==> src/rtl/core/yrgb_pkg.sv <==
// ----------------------------------------------------------------------------
// yrgb_pkg
// Shared types and constants for the YUYV to RGB converter with overlay.
// ----------------------------------------------------------------------------
package yrgb_pkg;

  // Width of the chroma products: an 8-bit signed chroma times a 9-bit
  // coefficient stays within 18 signed bits.
  localparam int PROD_W = 18;

  localparam logic signed [PROD_W-1:0] COEF_RV = 18'sd359;
  localparam logic signed [PROD_W-1:0] COEF_GU = 18'sd88;
  localparam logic signed [PROD_W-1:0] COEF_GV = 18'sd183;
  localparam logic signed [PROD_W-1:0] COEF_BU = 18'sd453;

  localparam logic signed [9:0] GOFF_MAX = 10'sd126;
  localparam logic signed [9:0] GOFF_MIN = -10'sd126;

  // Pixel position inside one macropixel
  localparam logic [1:0] PIX_FIRST = 2'd0;
  localparam logic [1:0] PIX_MID   = 2'd1;
  localparam logic [1:0] PIX_LAST  = 2'd2;

  // One macropixel after the chroma terms are resolved
  typedef struct packed {
    logic [7:0]               y0;
    logic [7:0]               ymid;
    logic [7:0]               y1;
    logic signed [8:0]        r_off;
    logic signed [7:0]        g_off;
    logic signed [8:0]        b_off;
    logic [2:0][23:0]         ovl;    // [0] first, [1] middle, [2] last
  } chroma_item_t;

  // Saturate a widened channel sum to 0..255
  function automatic logic [7:0] sat8(input logic signed [9:0] v);
    logic [7:0] r;
    if (v < 0) begin
      r = 8'd0;
    end else if (v > 10'sd255) begin
      r = 8'd255;
    end else begin
      r = v[7:0];
    end
    return r;
  endfunction

endpackage

==> src/rtl/core/yuyv_to_rgb_overlay.sv <==
// ----------------------------------------------------------------------------
// yuyv_to_rgb_overlay
// YUYV to RGB converter with 1.5x horizontal stretch and overlay pass-through.
// ----------------------------------------------------------------------------
// Each input beat carries one YUYV macropixel and three overlay pixels; the
// block returns three RGB beats for it, built from the lumas Y0, the average
// (Y0>>1)+(Y1>>1) and Y1, with out_tlast on the third. The output channel
// moves one pixel per cycle while out_tready is high, so the sustained
// macropixel rate is set by the single-pixel output register. A macropixel
// passes through two chroma stages (products, then scaling and green
// clamp), a serializer that holds it while its three pixels go out, and the
// output register where the final add, clamp and overlay select land. The
// next macropixel is taken while the previous one is still being serialized,
// and back-pressure on out_tready stalls each stage once all the stages
// after it are full. With overlay enabled, an overlay pixel with any channel
// at 32 or above replaces the converted one.
// ----------------------------------------------------------------------------
module yuyv_to_rgb_overlay (
  input  logic         clk,
  input  logic         rst_n,
  // configuration
  input  logic         cfg_wr_en,
  input  logic         cfg_wr_data,   // overlay_enable
  // input macropixel stream
  input  logic         in_tvalid,
  output logic         in_tready,
  // from bit 0: luma_first[7:0], chroma_blue[15:8], luma_second[23:16],
  // chroma_red[31:24], overlay_first_pixel[55:32],
  // overlay_middle_pixel[79:56], overlay_last_pixel[103:80]
  input  logic [103:0] in_tdata,
  // output pixel stream
  output logic         out_tvalid,
  input  logic         out_tready,
  // from bit 0: red[7:0], green[15:8], blue[23:16]
  output logic [23:0]  out_tdata,
  output logic         out_tlast      // last_of_run
);
  import yrgb_pkg::*;

  logic         ovl_en_r;

  logic         chr_valid;
  logic         chr_ready;
  chroma_item_t chr_item;

  // serializer
  logic         ser_v_r, ser_v_nxt;
  logic [1:0]   ser_idx_r, ser_idx_nxt;
  chroma_item_t ser_r;
  logic         ser_emit, ser_load;

  // output register
  logic         out_v_r, out_v_nxt, out_adv;
  logic [23:0]  out_data_r, out_data_nxt;
  logic         out_last_r, out_last_nxt;

  logic [7:0]        luma;
  logic [23:0]       ovl_px;
  logic signed [9:0] luma_w;
  logic              ovl_hit;

  // Hold the overlay enable; it is to be written only while idle, which the block does not enforce
  always_ff @(posedge clk) begin
    if (!rst_n) begin
      ovl_en_r <= 1'b0;
    end else if (cfg_wr_en) begin
      ovl_en_r <= cfg_wr_data;
    end
  end

  yrgb_chroma u_chroma (
    .clk      (clk),
    .rst_n    (rst_n),
    .up_valid (in_tvalid),
    .up_ready (in_tready),
    .up_data  (in_tdata),
    .dn_valid (chr_valid),
    .dn_ready (chr_ready),
    .dn_item  (chr_item)
  );

  // Advance the output register when it is empty or its beat is taken
  assign out_adv  = !out_v_r || out_tready;
  assign ser_emit = ser_v_r && out_adv;
  // Take a new macropixel when empty or as the last pixel leaves
  assign chr_ready = !ser_v_r || (ser_emit && (ser_idx_r == PIX_LAST));
  assign ser_load  = chr_ready && chr_valid;

  always_comb begin
    ser_v_nxt   = ser_v_r;
    ser_idx_nxt = ser_idx_r;
    if (chr_ready) begin
      ser_v_nxt   = chr_valid;
      ser_idx_nxt = PIX_FIRST;
    end else if (ser_emit) begin
      ser_idx_nxt = ser_idx_r + 2'd1;
    end
  end

  always_ff @(posedge clk) begin
    if (!rst_n) begin
      ser_v_r   <= 1'b0;
      ser_idx_r <= PIX_FIRST;
    end else begin
      ser_v_r   <= ser_v_nxt;
      ser_idx_r <= ser_idx_nxt;
    end
  end

  always_ff @(posedge clk) begin
    if (ser_load) begin
      ser_r <= chr_item;
    end
  end

  // Pick the luma and overlay pixel for the current position
  always_comb begin
    case (ser_idx_r)
      PIX_FIRST: begin
        luma   = ser_r.y0;
        ovl_px = ser_r.ovl[0];
      end
      PIX_MID: begin
        luma   = ser_r.ymid;
        ovl_px = ser_r.ovl[1];
      end
      PIX_LAST: begin
        luma   = ser_r.y1;
        ovl_px = ser_r.ovl[2];
      end
      default: begin
        luma   = ser_r.y0;
        ovl_px = ser_r.ovl[0];
      end
    endcase
  end

  assign luma_w = signed'({2'b00, luma});
  // A channel at 32 or above has one of its top three bits set
  assign ovl_hit = ovl_en_r &&
                   ((|ovl_px[23:21]) || (|ovl_px[15:13]) || (|ovl_px[7:5]));

  always_comb begin
    if (ovl_hit) begin
      // overlay is red<<16 | green<<8 | blue; tdata puts red lowest
      out_data_nxt = {ovl_px[7:0], ovl_px[15:8], ovl_px[23:16]};
    end else begin
      out_data_nxt = {sat8(luma_w + 10'(ser_r.b_off)),
                      sat8(luma_w - 10'(ser_r.g_off)),
                      sat8(luma_w + 10'(ser_r.r_off))};
    end
    out_last_nxt = (ser_idx_r == PIX_LAST);
    out_v_nxt    = out_adv ? ser_v_r : out_v_r;
  end

  always_ff @(posedge clk) begin
    if (!rst_n) begin
      out_v_r <= 1'b0;
    end else begin
      out_v_r <= out_v_nxt;
    end
  end

  always_ff @(posedge clk) begin
    if (ser_emit) begin
      out_data_r <= out_data_nxt;
      out_last_r <= out_last_nxt;
    end
  end

  assign out_tvalid = out_v_r;
  assign out_tdata  = out_data_r;
  assign out_tlast  = out_last_r;

  // A held macropixel never points past its last pixel
  a_idx_range: assert property (@(posedge clk) disable iff (!rst_n)
    ser_v_r |-> (ser_idx_r != 2'd3))
    else $error("serializer position out of range");

  // A stalled serializer keeps its position
  a_stall_hold: assert property (@(posedge clk) disable iff (!rst_n)
    (ser_v_r && !out_adv) |=> (ser_v_r && $stable(ser_idx_r)))
    else $error("serializer position moved during stall");

  // Each emitted pixel shows up with tlast matching its position
  a_tlast_pos: assert property (@(posedge clk) disable iff (!rst_n)
    ser_emit |=> (out_tvalid && (out_tlast == ($past(ser_idx_r) == PIX_LAST))))
    else $error("tlast does not match pixel position");

  // A new macropixel starts at the first pixel
  a_load_first: assert property (@(posedge clk) disable iff (!rst_n)
    ser_load |=> (ser_v_r && (ser_idx_r == PIX_FIRST)))
    else $error("macropixel loaded at wrong position");

endmodule

==> src/rtl/core/yrgb_chroma.sv <==
// ----------------------------------------------------------------------------
// yrgb_chroma
// Two-stage pipeline: chroma products, then floor scaling and green clamp.
// ----------------------------------------------------------------------------
module yrgb_chroma (
  input  logic                  clk,
  input  logic                  rst_n,
  input  logic                  up_valid,
  output logic                  up_ready,
  input  logic [103:0]          up_data,
  output logic                  dn_valid,
  input  logic                  dn_ready,
  output yrgb_pkg::chroma_item_t dn_item
);
  import yrgb_pkg::*;

  typedef struct packed {
    logic [7:0]               y0;
    logic [7:0]               y1;
    logic signed [PROD_W-1:0] p_rv;
    logic signed [PROD_W-1:0] p_gu;
    logic signed [PROD_W-1:0] p_gv;
    logic signed [PROD_W-1:0] p_bu;
    logic [2:0][23:0]         ovl;
  } prod_item_t;

  logic               s1_v_r, s1_v_nxt, s1_en;
  logic               s2_v_r, s2_v_nxt, s2_en;
  prod_item_t         s1_r, s1_nxt;
  chroma_item_t       s2_r, s2_nxt;

  logic signed [7:0]        u_s, v_s;
  logic signed [PROD_W-1:0] u_e, v_e;
  logic signed [9:0]        g_sum;

  assign s2_en    = !s2_v_r || dn_ready;
  assign s1_en    = !s1_v_r || s2_en;
  assign up_ready = s1_en;

  // Remove the 128 bias by flipping the top bit
  assign u_s = signed'({~up_data[15], up_data[14:8]});
  assign v_s = signed'({~up_data[31], up_data[30:24]});
  assign u_e = PROD_W'(u_s);
  assign v_e = PROD_W'(v_s);

  always_comb begin
    s1_nxt.y0   = up_data[7:0];
    s1_nxt.y1   = up_data[23:16];
    s1_nxt.p_rv = v_e * COEF_RV;
    s1_nxt.p_gu = u_e * COEF_GU;
    s1_nxt.p_gv = v_e * COEF_GV;
    s1_nxt.p_bu = u_e * COEF_BU;
    s1_nxt.ovl  = up_data[103:32];
  end

  // Arithmetic shift by 8 is the floor division by 256
  assign g_sum = signed'(s1_r.p_gu[17:8]) + signed'(s1_r.p_gv[17:8]);

  always_comb begin
    s2_nxt.y0    = s1_r.y0;
    s2_nxt.y1    = s1_r.y1;
    s2_nxt.ymid  = {1'b0, s1_r.y0[7:1]} + {1'b0, s1_r.y1[7:1]};
    s2_nxt.r_off = signed'(s1_r.p_rv[16:8]);
    s2_nxt.b_off = signed'(s1_r.p_bu[16:8]);
    if (g_sum > GOFF_MAX) begin
      s2_nxt.g_off = GOFF_MAX[7:0];
    end else if (g_sum < GOFF_MIN) begin
      s2_nxt.g_off = GOFF_MIN[7:0];
    end else begin
      s2_nxt.g_off = g_sum[7:0];
    end
    s2_nxt.ovl   = s1_r.ovl;
  end

  assign s1_v_nxt = s1_en ? up_valid : s1_v_r;
  assign s2_v_nxt = s2_en ? s1_v_r : s2_v_r;

  always_ff @(posedge clk) begin
    if (!rst_n) begin
      s1_v_r <= 1'b0;
      s2_v_r <= 1'b0;
    end else begin
      s1_v_r <= s1_v_nxt;
      s2_v_r <= s2_v_nxt;
    end
  end

  always_ff @(posedge clk) begin
    if (s1_en) begin
      s1_r <= s1_nxt;
    end
    if (s2_en) begin
      s2_r <= s2_nxt;
    end
  end

  assign dn_valid = s2_v_r;
  assign dn_item  = s2_r;

endmodule
==> config.mk <==
export PLATFORM = sky130hd
export DESIGN_NAME = yuyv_to_rgb_overlay
export DESIGN_NICKNAME = d
export VERILOG_FILES = /design/src/rtl/core/yrgb_pkg.sv /design/src/rtl/core/yuyv_to_rgb_overlay.sv /design/src/rtl/core/yrgb_chroma.sv
export SDC_FILE = /design/constraint.sdc
export NUM_CORES = 1
export LEC_CHECK = 0
export ABC_AREA = 0
export BUFFER_PORTS_ARGS = -buffer_cell sky130_fd_sc_hd__buf_2
export CAP_MARGIN = 10
export CORE_MARGIN = 2
export CORE_UTILIZATION = 65
export CTS_CLUSTER_SIZE = 16
export DETAILED_ROUTE_END_ITERATION = 6
export GPL_ROUTABILITY_DRIVEN = 0
export GPL_TIMING_DRIVEN = 1
export PLACE_DENSITY = 0.85
export SYNTH_ARGS = -nofsm -noshare
export SYNTH_HDL_FRONTEND = slang
export SYNTH_SLANG_ARGS = --single-unit
==> constraint.sdc <==
create_clock -name clk -period 15.97 [get_ports clk]
set_input_delay 0.7985 -clock clk [delete_from_list [all_inputs] [get_ports clk]]
set_output_delay 0.7985 -clock clk [all_outputs]
set_load 0.03 [all_outputs]
==> results of run 1 <==
-- area by class of cell --
class,instances,area [um2]
sequential,399,11900
fill,1740,7340
multi-input combinational,692,6210
clock buffer,50,1040
timing repair buffer,145,748
inverter,154,578
tap,384,480
clock inverter,21,240
-- registers in the layout, summed over array words and instances (netlist names), 2 cells and up --
register	flops
out_tdata	24
ser_idx_r	2
ser_r	122
u_chroma.dn_item	122
u_chroma.s1_r	123
-- power breakdown --
part           leakage, nW  switching [W]  total [W]  internal (W)
combinational         4.14       0.000395   0.000683      0.000288
clock                0.620       0.000376   0.000907      0.000532
sequential            4.00      0.0000415    0.00136       0.00132
total                 8.76       0.000812    0.00295       0.00214
-- layer usage --
| metal | wire (um) | vias to the layer above | global-route usage [%] |
|---|---|---|---|
| li1 | - | 4943 | - |
| met1 | 14300 | 5179 | 30.9 |
| met2 | 18100 | 398 | 41.2 |
| met3 | 2230 | 89 | 3.73 |
| met4 | 1250 | 2 | 9.66 |
| met5 | 10 | - | 0 |
-- through the flow --
| stage | utilization (%) | total power (W) | hold slack (ps) |
|---|---|---|---|
| final | 74.3 | 0.00295 | 411 |
| after global routing | 74.3 | 0.00309 | 418 |
| after CTS | 74.3 | 0.00296 | 416 |
| after detailed placement | 69.8 | 0.00205 | 405 |
| after global placement | 69.8 | 0.00201 | 400 |
| after floorplan | - | 0.00188 | 400 |
-- worst max-delay path: stages, from the launching register on --
cell	delay, ps
dfxtp_1	380
inv_1	60
ha_2	310
buf_4	570
o21ai_0	500
ha_1	360
fa_1	410
a21o_1	220
a211oi_1	260
nor2_1	100
o41ai_1	370
xnor2_1	260
nor2_1	210
o22ai_1	120
-- kinds of logic (layout without fill, tap and decap cells) --
group | after synthesis | in the layout | share of synthesized area [%]
muxes | 2 | 2 | 0.107
AOI/OAI and AO/OA | 229 | 229 | 8.58
and+or+nand+nor | 175 | 175 | 4.42
DFF | 399 | 399 | 63.5
buffers and inverters | 171 | 370 | 3.50
adders and majority gates | 221 | 221 | 16.8
xor gates and xnor gates | 65 | 65 | 3.04
-- how the worst min path moves through the flow --
stage / start / to / slack, ps / cells after the start
finish: u_chroma.dn_item[10] / ser_r[10] / 410 / 0
global route: u_chroma.dn_item[86] / ser_r[86] / 420 / 0
CTS: u_chroma.s1_r[2] / u_chroma.dn_item[2] / 420 / 0
detailed placement: u_chroma.dn_item[106] / ser_r[106] / 400 / 0
global placement: u_chroma.dn_item[85] / ser_r[85] / 400 / 0
floorplan: u_chroma.dn_item[0] / ser_r[0] / 400 / 0
-- placed cells by master (no fill, tap or decap), types with 4 or more instances in the layout --
cell	count
edfxtp_1	392
ha_1	168
inv_1	154
buf_2	136
nor2_1	82
a21oi_1	57
fa_1	52
xnor2_1	48
clkbuf_16	40
a22oi_1	28
nand2_1	24
o21ai_0	23
nor2b_1	22
o22ai_1	22
a21o_1	19
xor2_1	17
clkbuf_1	10
o21a_1	9
o21ai_1	8
o21bai_1	8
buf_4	8
nand2b_1	7
dfxtp_1	7
nor3_1	6
a31oi_1	6
nand3_1	5
o32ai_1	5
clkinv_2	5
or2_2	4
clkinv_1	4
bufinv_16	4
==> results_dict.tcl, run 1 <==
set metrics [dict create \
    ys_ff_latch 399 \
    finish.cell_count_without_fillers 1845 \
    floorplan.io_pins 137 \
    antennaDiodeCount 0 \
    relSlewSlack_pct 31.2 \
    primary_flip_flop_cell_chosen_by_synthesis_mapping "edfxtp_1" \
    grt_overflow_total 0 \
    grt_use_total_pct 24.0 \
    grt_pass1_wl_um 56400 \
    fp-row-count 62 \
    postSynth.asyncResetShare_pct 0 \
    floorplan.initialDensity_pct 65.7 \
    synth.most_common_cell "edfxtp_1" \
    vdd.ir_drop.worst_mv 0.0858 \
    post_cts_buffers 0 \
    yosys.area.top_type "edfxtp_1" \
    hold_buffers 0 \
    post_route_cells_drive_above_1_share_pct 15.7 \
    cts.sink_count 399 \
    worst-r2r-setup-slack_ps 11530 \
    worst-r2r-cell-count 13 \
    nets 1762 \
    yosys_warnings 0 \
    netlist.area_leader.share_pct 62.8 \
    numPlacedInstances 1773 \
    worstReg2RegEnd "out_tdata[3]" \
    clkTransAtPathRegs_ps 70 \
    outcome "finished clean" \
    setup_tns_ps 0 \
    static_power_due_to_leakage_nw 8.76 \
    fmax_mhz 225 \
    cts_inserted_buffers 39 \
    die_h_um 174 \
    drt-total-wl_um 35900 \
    power.density_cell_area_nw_per_um2 139 \
    clock_tree.htree_level_count 2 \
    worstHoldPathType "register to register" \
    flow.area_growth_from_synthesis_pct 13.1 \
    clkLatencyLatePin_ps 520 \
    synth_cell_type_count 74 \
    coreArea_um2 28500 \
    synth.cell_area_um2 18700 \
    r2r_start "ser_idx_r[0]" \
    post_synth_main_area_contributors "edfxtp_1, ha_1, fa_1" \
    detail_route.wl_per_cell_um 19.5 \
    timing_max_transition_violations_final 0 \
    timing.critical_path.fanout_max 64 \
    report.final.setup_viol 0 \
    layout_worst_path_cycle_share_pct 27.8 \
    layout_setup_ws_ps 11530 \
    cp.arrival_ps 4670 \
    syn_avg_cell_area_um2 14.9 \
    synth_top_cells_by_count "edfxtp_1, ha_1, inv_1" \
    placement.setup.worst_slack_ps 11110 \
    timing.setup.critical_path_class "register to register" \
    final_instance_area_um2 21200 \
    synth.yosys.seq_area_share_pct 63.5 \
    timing.final.hold_violations 0 \
    antenna_found_initial 1 \
    dieWidth_um 174 \
    placedInstanceArea_um2 19900 \
    first_global_vias 11000 \
    detailedRoute.firstPassIterationCount 5 \
    cp.required_ps 16210 \
    drv.max_cap_violation_count 0 \
    detailedRoute.firstIterationViolations 778 \
    critPathCaptureType "register" \
    final.min_clock_period_ps 4440 \
    cts-root-to-sink-buffers 3 \
    synthesis.nets 1593 \
    area_of_the_die_um2 30200 \
    cp-start-kind "register" \
    ctsRootBufferMaster "clkbuf_16" \
    timing_worst_slew_pin_value_ps 1020 \
    clock_tree_from_tritoncts "yes" \
    route.detailed.drc 0 \
    via_count 10600 \
    synth_enable_flop_cells 392 \
    detailed_place_hpwl_um 24500 \
    grt_setup_unrepaired "false" \
    place.port_buffers 136 \
    cts-resized-gates 0 \
    critical_path.startpoint "ser_idx_r[0]" \
    vias_per_cell 5.75 \
    clock-skew-final_ps 11.1 \
    postSynthCellCount 1262 \
    critical_path.endpoint "out_tdata[3]" \
    grt_start_max_net_pins 77 \
    postRouteAntennaNets 0 \
]
No activity file was read; power rests on OpenSTA's default activity.
==> run 2, diff against run 1 <==
CORE_UTILIZATION = 55   (was 65)
PLACE_DENSITY = 0.77   (was 0.85)
clock period = 3.7 ns   (was 15.97 ns; I/O delays follow)
==> results_dict.tcl, run 2 (same netlist as run 1, synthesis figures left out) <==
set metrics [dict create \
    startpoint_of_the_lowest_slack_hold_path "in_tdata[31]" \
    grt_overflow_total 0 \
    placement.setup.worst_slack_ps -224 \
    cts-root-to-sink-buffers 3 \
    final_instance_area_um2 22700 \
    drt-total-wl_um 36900 \
    cp.arrival_ps 3280 \
    place.port_buffers 136 \
    clock_tree_from_tritoncts "yes" \
    area_of_the_die_um2 35600 \
    postRouteAntennaNets 0 \
    timing_max_transition_violations_final 0 \
    coreArea_um2 33500 \
    nets 1916 \
    power.density_cell_area_nw_per_um2 559 \
    ctsRootBufferMaster "clkbuf_16" \
    timing.setup.critical_path_class "register to primary output" \
    clock-skew-final_ps 18.1 \
    antenna_found_initial 2 \
    mostFrequentLayoutCell "edfxtp_1" \
    switching_share_pct 27.6 \
    fp-row-count 67 \
    cp-start-kind "register" \
    placedInstanceArea_um2 20500 \
    vias_per_cell 5.29 \
    detailed_place_hpwl_um 25100 \
    detail_route.wl_per_cell_um 17.9 \
    floorplan.initialDensity_pct 55.9 \
    critPathCaptureType "primary output" \
    layout_setup_ws_ps 232 \
    final.min_clock_period_ps 3470 \
    worstHoldPathType "input port to register" \
    use_met3_pct 3.02 \
    dieWidth_um 189 \
    fmax_mhz 288 \
    first_global_vias 11300 \
    power_switching_w 0.00349 \
    clkLatencyLatePin_ps 530 \
    cts.sink_count 399 \
    r2r_start "ser_idx_r[1]" \
    numPlacedInstances 1899 \
    globalRoute.busiestLayer "met2" \
    clock_tree.htree_level_count 2 \
    post_cts_buffers 0 \
    layout_worst_path_cycle_share_pct 93.7 \
    timing.final.hold_violations 0 \
    finish.cell_count_without_fillers 2063 \
    grt_pass1_wl_um 57600 \
    via_count 10900 \
    flow.area_growth_from_synthesis_pct 20.8 \
    largest_reg_flops 123 \
    drv.max_cap_violation_count 0 \
    grt_start_max_net_pins 99 \
    pwr-share-seq_pct 46.4 \
    detailedRoute.firstIterationViolations 614 \
    setup_tns_ps 0 \
    detailedRoute.firstPassIterationCount 5 \
    grt.met2_usage_pct 38.4 \
    vdd.ir_drop.worst_mv 0.372 \
    cts_inserted_buffers 38 \
    timing_worst_slew_pin_value_ps 944 \
    route.detailed.drc 0 \
    max_flop_register "u_chroma.s1_r" \
    most-common-layout-cells "edfxtp_1, ha_1, inv_1, buf_2, dlygate4sd3_1" \
    cp.required_ps 3510 \
    relSlewSlack_pct 37.1 \
    clkTransAtPathRegs_ps 60 \
    clock_power_share_pct 28.5 \
    grt_use_total_pct 20.8 \
    intPower_w 0.00916 \
    timing.critical_path.fanout_max 45 \
    post_route_cells_drive_above_1_share_pct 18.3 \
    floorplan.io_pins 137 \
    share_comb_of_total_power_pct 25.1 \
    grt_util_met1_pct 25.7 \
    report.final.setup_viol 0 \
    die_h_um 189 \
    critical_path.startpoint "ser_idx_r[0]" \
    static_power_due_to_leakage_nw 9.42 \
    post_layout_util_pct 67.5 \
    outcome "finished clean" \
]
[run 2: cell count changes in the layout (fill, tap and decap cells not counted), sizes merged]
cell         previous run  this run
clkbuf                 51        48
bufinv                  4         1
dlygate4sd3             0        94
clkinvlp                2         4
inv                   158       155
buf                   144       206
diode                   0         2
clkinv                 11        14
[run 2: metal layers]
layer,vias to the layer above,part of all wire [%]
met5,-,0.019
met4,2,1.7
met3,50,5.0
met2,292,53
met1,5313,41
li1,5256,-
[run 2: cell type report]
class | instances | area, um2
sequential | 399 | 11900
tap | 448 | 561
multi-input combinational | 692 | 6270
clock inverter | 20 | 144
clock buffer | 48 | 1010
timing repair buffer | 300 | 2170
antenna | 2 | 5.00
fill | 2220 | 10900
inverter | 154 | 582
[run 2: power by group through the flow]
stage          logic (W)  clock network (W)  registers, W
6_report         0.00317            0.00361       0.00587
5_1_grt          0.00356            0.00384       0.00592
4_1_cts          0.00315            0.00364       0.00587
3_5_place_dp     0.00304                  0       0.00597
3_3_place_gp     0.00293                  0       0.00593
2_1_floorplan    0.00221                  0       0.00592
[run 2: repair_timing]
action                                 in CTS  in global routing
endpoints found under the hold margin      93                  0
hold buffers                               94                  0
setup endpoints to repair                   0                 14
resized for setup                           0                  5
[run 2: worst paths after layout]
check,endpoint,slack [ps],depth (start not counted)
min reg2reg,ser_r[25],410,0
min,u_chroma.s1_r[106],160,3
max reg2reg,out_tdata[15],250,14
max,in_tready,230,7
[run 2: worst max-delay path: stages (launching register included)]
cell	delay, ps
dfxtp_1	390
inv_1	70
ha_2	260
buf_4	270
a21oi_1	770
nand3_4	400
buf_12	320
buf_2	220
[run 2: stage by stage]
step / hold WS, ps / total power, W
after floorplan: 284 / 0.00813
after global placement: 362 / 0.00886
after detailed placement: 363 / 0.00901
after CTS: 148 / 0.0127
after global routing: 156 / 0.0133
final: 163 / 0.0127
==> run 3, diff against run 2 <==
CORE_UTILIZATION = 61   (was 55)
PLACE_DENSITY = 0.81   (was 0.77)
clock period = 3.4 ns   (was 3.7 ns; I/O delays follow)
==> results_dict.tcl, run 3 (same netlist as run 1, synthesis figures left out) <==
set metrics [dict create \
    outcome "finished clean" \
    timing.setup.critical_path_class "register to register" \
    drv.max_cap_violation_count 0 \
    route.detailed.drc 0 \
    dieWidth_um 179 \
    totalPowerFinal_w 0.0150 \
    clock_tree.htree_level_count 2 \
    antenna_found_initial 0 \
    place.port_buffers 136 \
    cts.sink_count 399 \
    detailed_place_hpwl_um 25600 \
    grt_pass1_wl_um 64000 \
    clock-skew-final_ps 27.0 \
    relSlewSlack_pct 39.4 \
    max_flop_register "u_chroma.s1_r" \
    static_power_due_to_leakage_nw 9.80 \
    ctsRootBufferMaster "clkbuf_16" \
    power.density_cell_area_nw_per_um2 637 \
    floorplan.io_pins 137 \
    most-common-layout-cells "edfxtp_1, ha_1, inv_1, buf_2, buf_4" \
    die_h_um 179 \
    detail_route.wl_per_cell_um 20.3 \
    mostFrequentLayoutCell "edfxtp_1" \
    grt_use_total_pct 26.2 \
    layout_setup_ws_ps 69.4 \
    final_instance_area_um2 23500 \
    clock_tree_from_tritoncts "yes" \
    layout_worst_path_cycle_share_pct 98.0 \
    first_global_vias 12200 \
    coreArea_um2 30400 \
    placement.setup.worst_slack_ps -506 \
    via_count 11600 \
    layout.filler_cells 1645 \
    final.min_clock_period_ps 3330 \
    flow.area_growth_from_synthesis_pct 25.3 \
    placedInstanceArea_um2 20900 \
    cp-start-kind "register" \
    nets 1962 \
    clkLatencyLatePin_ps 530 \
    cts-root-to-sink-buffers 3 \
    grt_start_max_net_pins 83 \
    vdd.ir_drop.worst_mv 0.458 \
    vias_per_cell 5.64 \
    timing.critical_path.fanout_max 45 \
    antennaDiodeCount 0 \
    fp-row-count 64 \
    detailedRoute.firstPassIterationCount 5 \
    worstHoldPathType "input port to register" \
    post_route_cells_drive_above_1_share_pct 23.2 \
    floorplan.initialDensity_pct 61.6 \
    largest_reg_flops 123 \
    grt_overflow_total 0 \
    detailedRoute.firstIterationViolations 897 \
    drt-total-wl_um 41700 \
    timing.hold.ws_ps 233 \
    clkTransAtPathRegs_ps 70 \
    report.final.setup_viol 0 \
    critPathCaptureType "register" \
    postRouteAntennaNets 0 \
    cp.required_ps 3660 \
    timing.final.hold_violations 0 \
    area_of_the_die_um2 32200 \
    fmax_mhz 300 \
    cts_inserted_buffers 40 \
    cp.arrival_ps 3590 \
    timing_worst_slew_pin_value_ps 909 \
    timing_max_transition_violations_final 0 \
]
## run 3: metrics by stage
step | cells | utilization, % | setup TNS, ps
finish | 2054 | 77.2 | 0
global route | 2054 | 77.2 | -10.6
CTS | 2050 | 76.6 | 0
detailed placement | 1884 | 68.7 | -6260
global placement | 1884 | 68.7 | -4530
floorplan | 1262 | - | -84220
## run 3: cell type report
type / instances / area, um2 / share of cell area, %
clock buffer: 49 / 1050 / 4.49
clock inverter: 20 / 325 / 1.39
inverter: 154 / 582 / 2.48
multi-input combinational: 692 / 6560 / 27.9
sequential: 399 / 11900 / 50.7
tap: 396 / 495 / 2.11
timing repair buffer: 344 / 2560 / 10.9
## run 3: worst paths after layout
check | start | end | slack, ps | cells after the start
hold reg to reg | u_chroma.dn_item[39] | ser_r[39] | 410 | 0
hold / removal | in_tdata[31] | u_chroma.s1_r[106] | 230 | 4
setup reg to reg | ser_idx_r[0] | out_tdata[21] | 70 | 10
setup / recovery | ser_idx_r[0] | out_tdata[21] | 70 | 10
## run 3: critical path: stages, from the launching register on
cell and delay [ps]:
dfxtp_2 370, inv_1 90, ha_4 370, buf_6 350, nor2b_1 320, o22ai_1 170, nor4_2 420, a41o_1 290
buf_12 190, o21ai_4 140, o32ai_1 320
## run 3: what timing repair did
| item | in CTS | in global routing |
|---|---|---|
| gates cloned | 0 | 0 |
| endpoints found under the setup margin | 9 | 24 |
| buffers inserted | 3 | 4 |
| hold endpoints to repair | 95 | 0 |
| pin swaps | 2 | 17 |
| hold buffers | 94 | 0 |
| gates resized for setup | 9 | 31 |
## run 3: metal layers
layer	global-route usage [%]	up-vias	part of all wire (%)	wire length [um]
met2	46.9	535	52	21600
li1	-	5339	-	-
met4	11.1	0	3.9	1610
met1	31.5	5615	37	15600
met5	0	-	0	0
met3	4.09	105	7.0	2920
## run 3: power breakdown
| part | switching, W | internal, W |
|---|---|---|
| logic | 0.00207 | 0.00181 |
| clock network | 0.00183 | 0.00283 |
| registers | 0.000215 | 0.00621 |
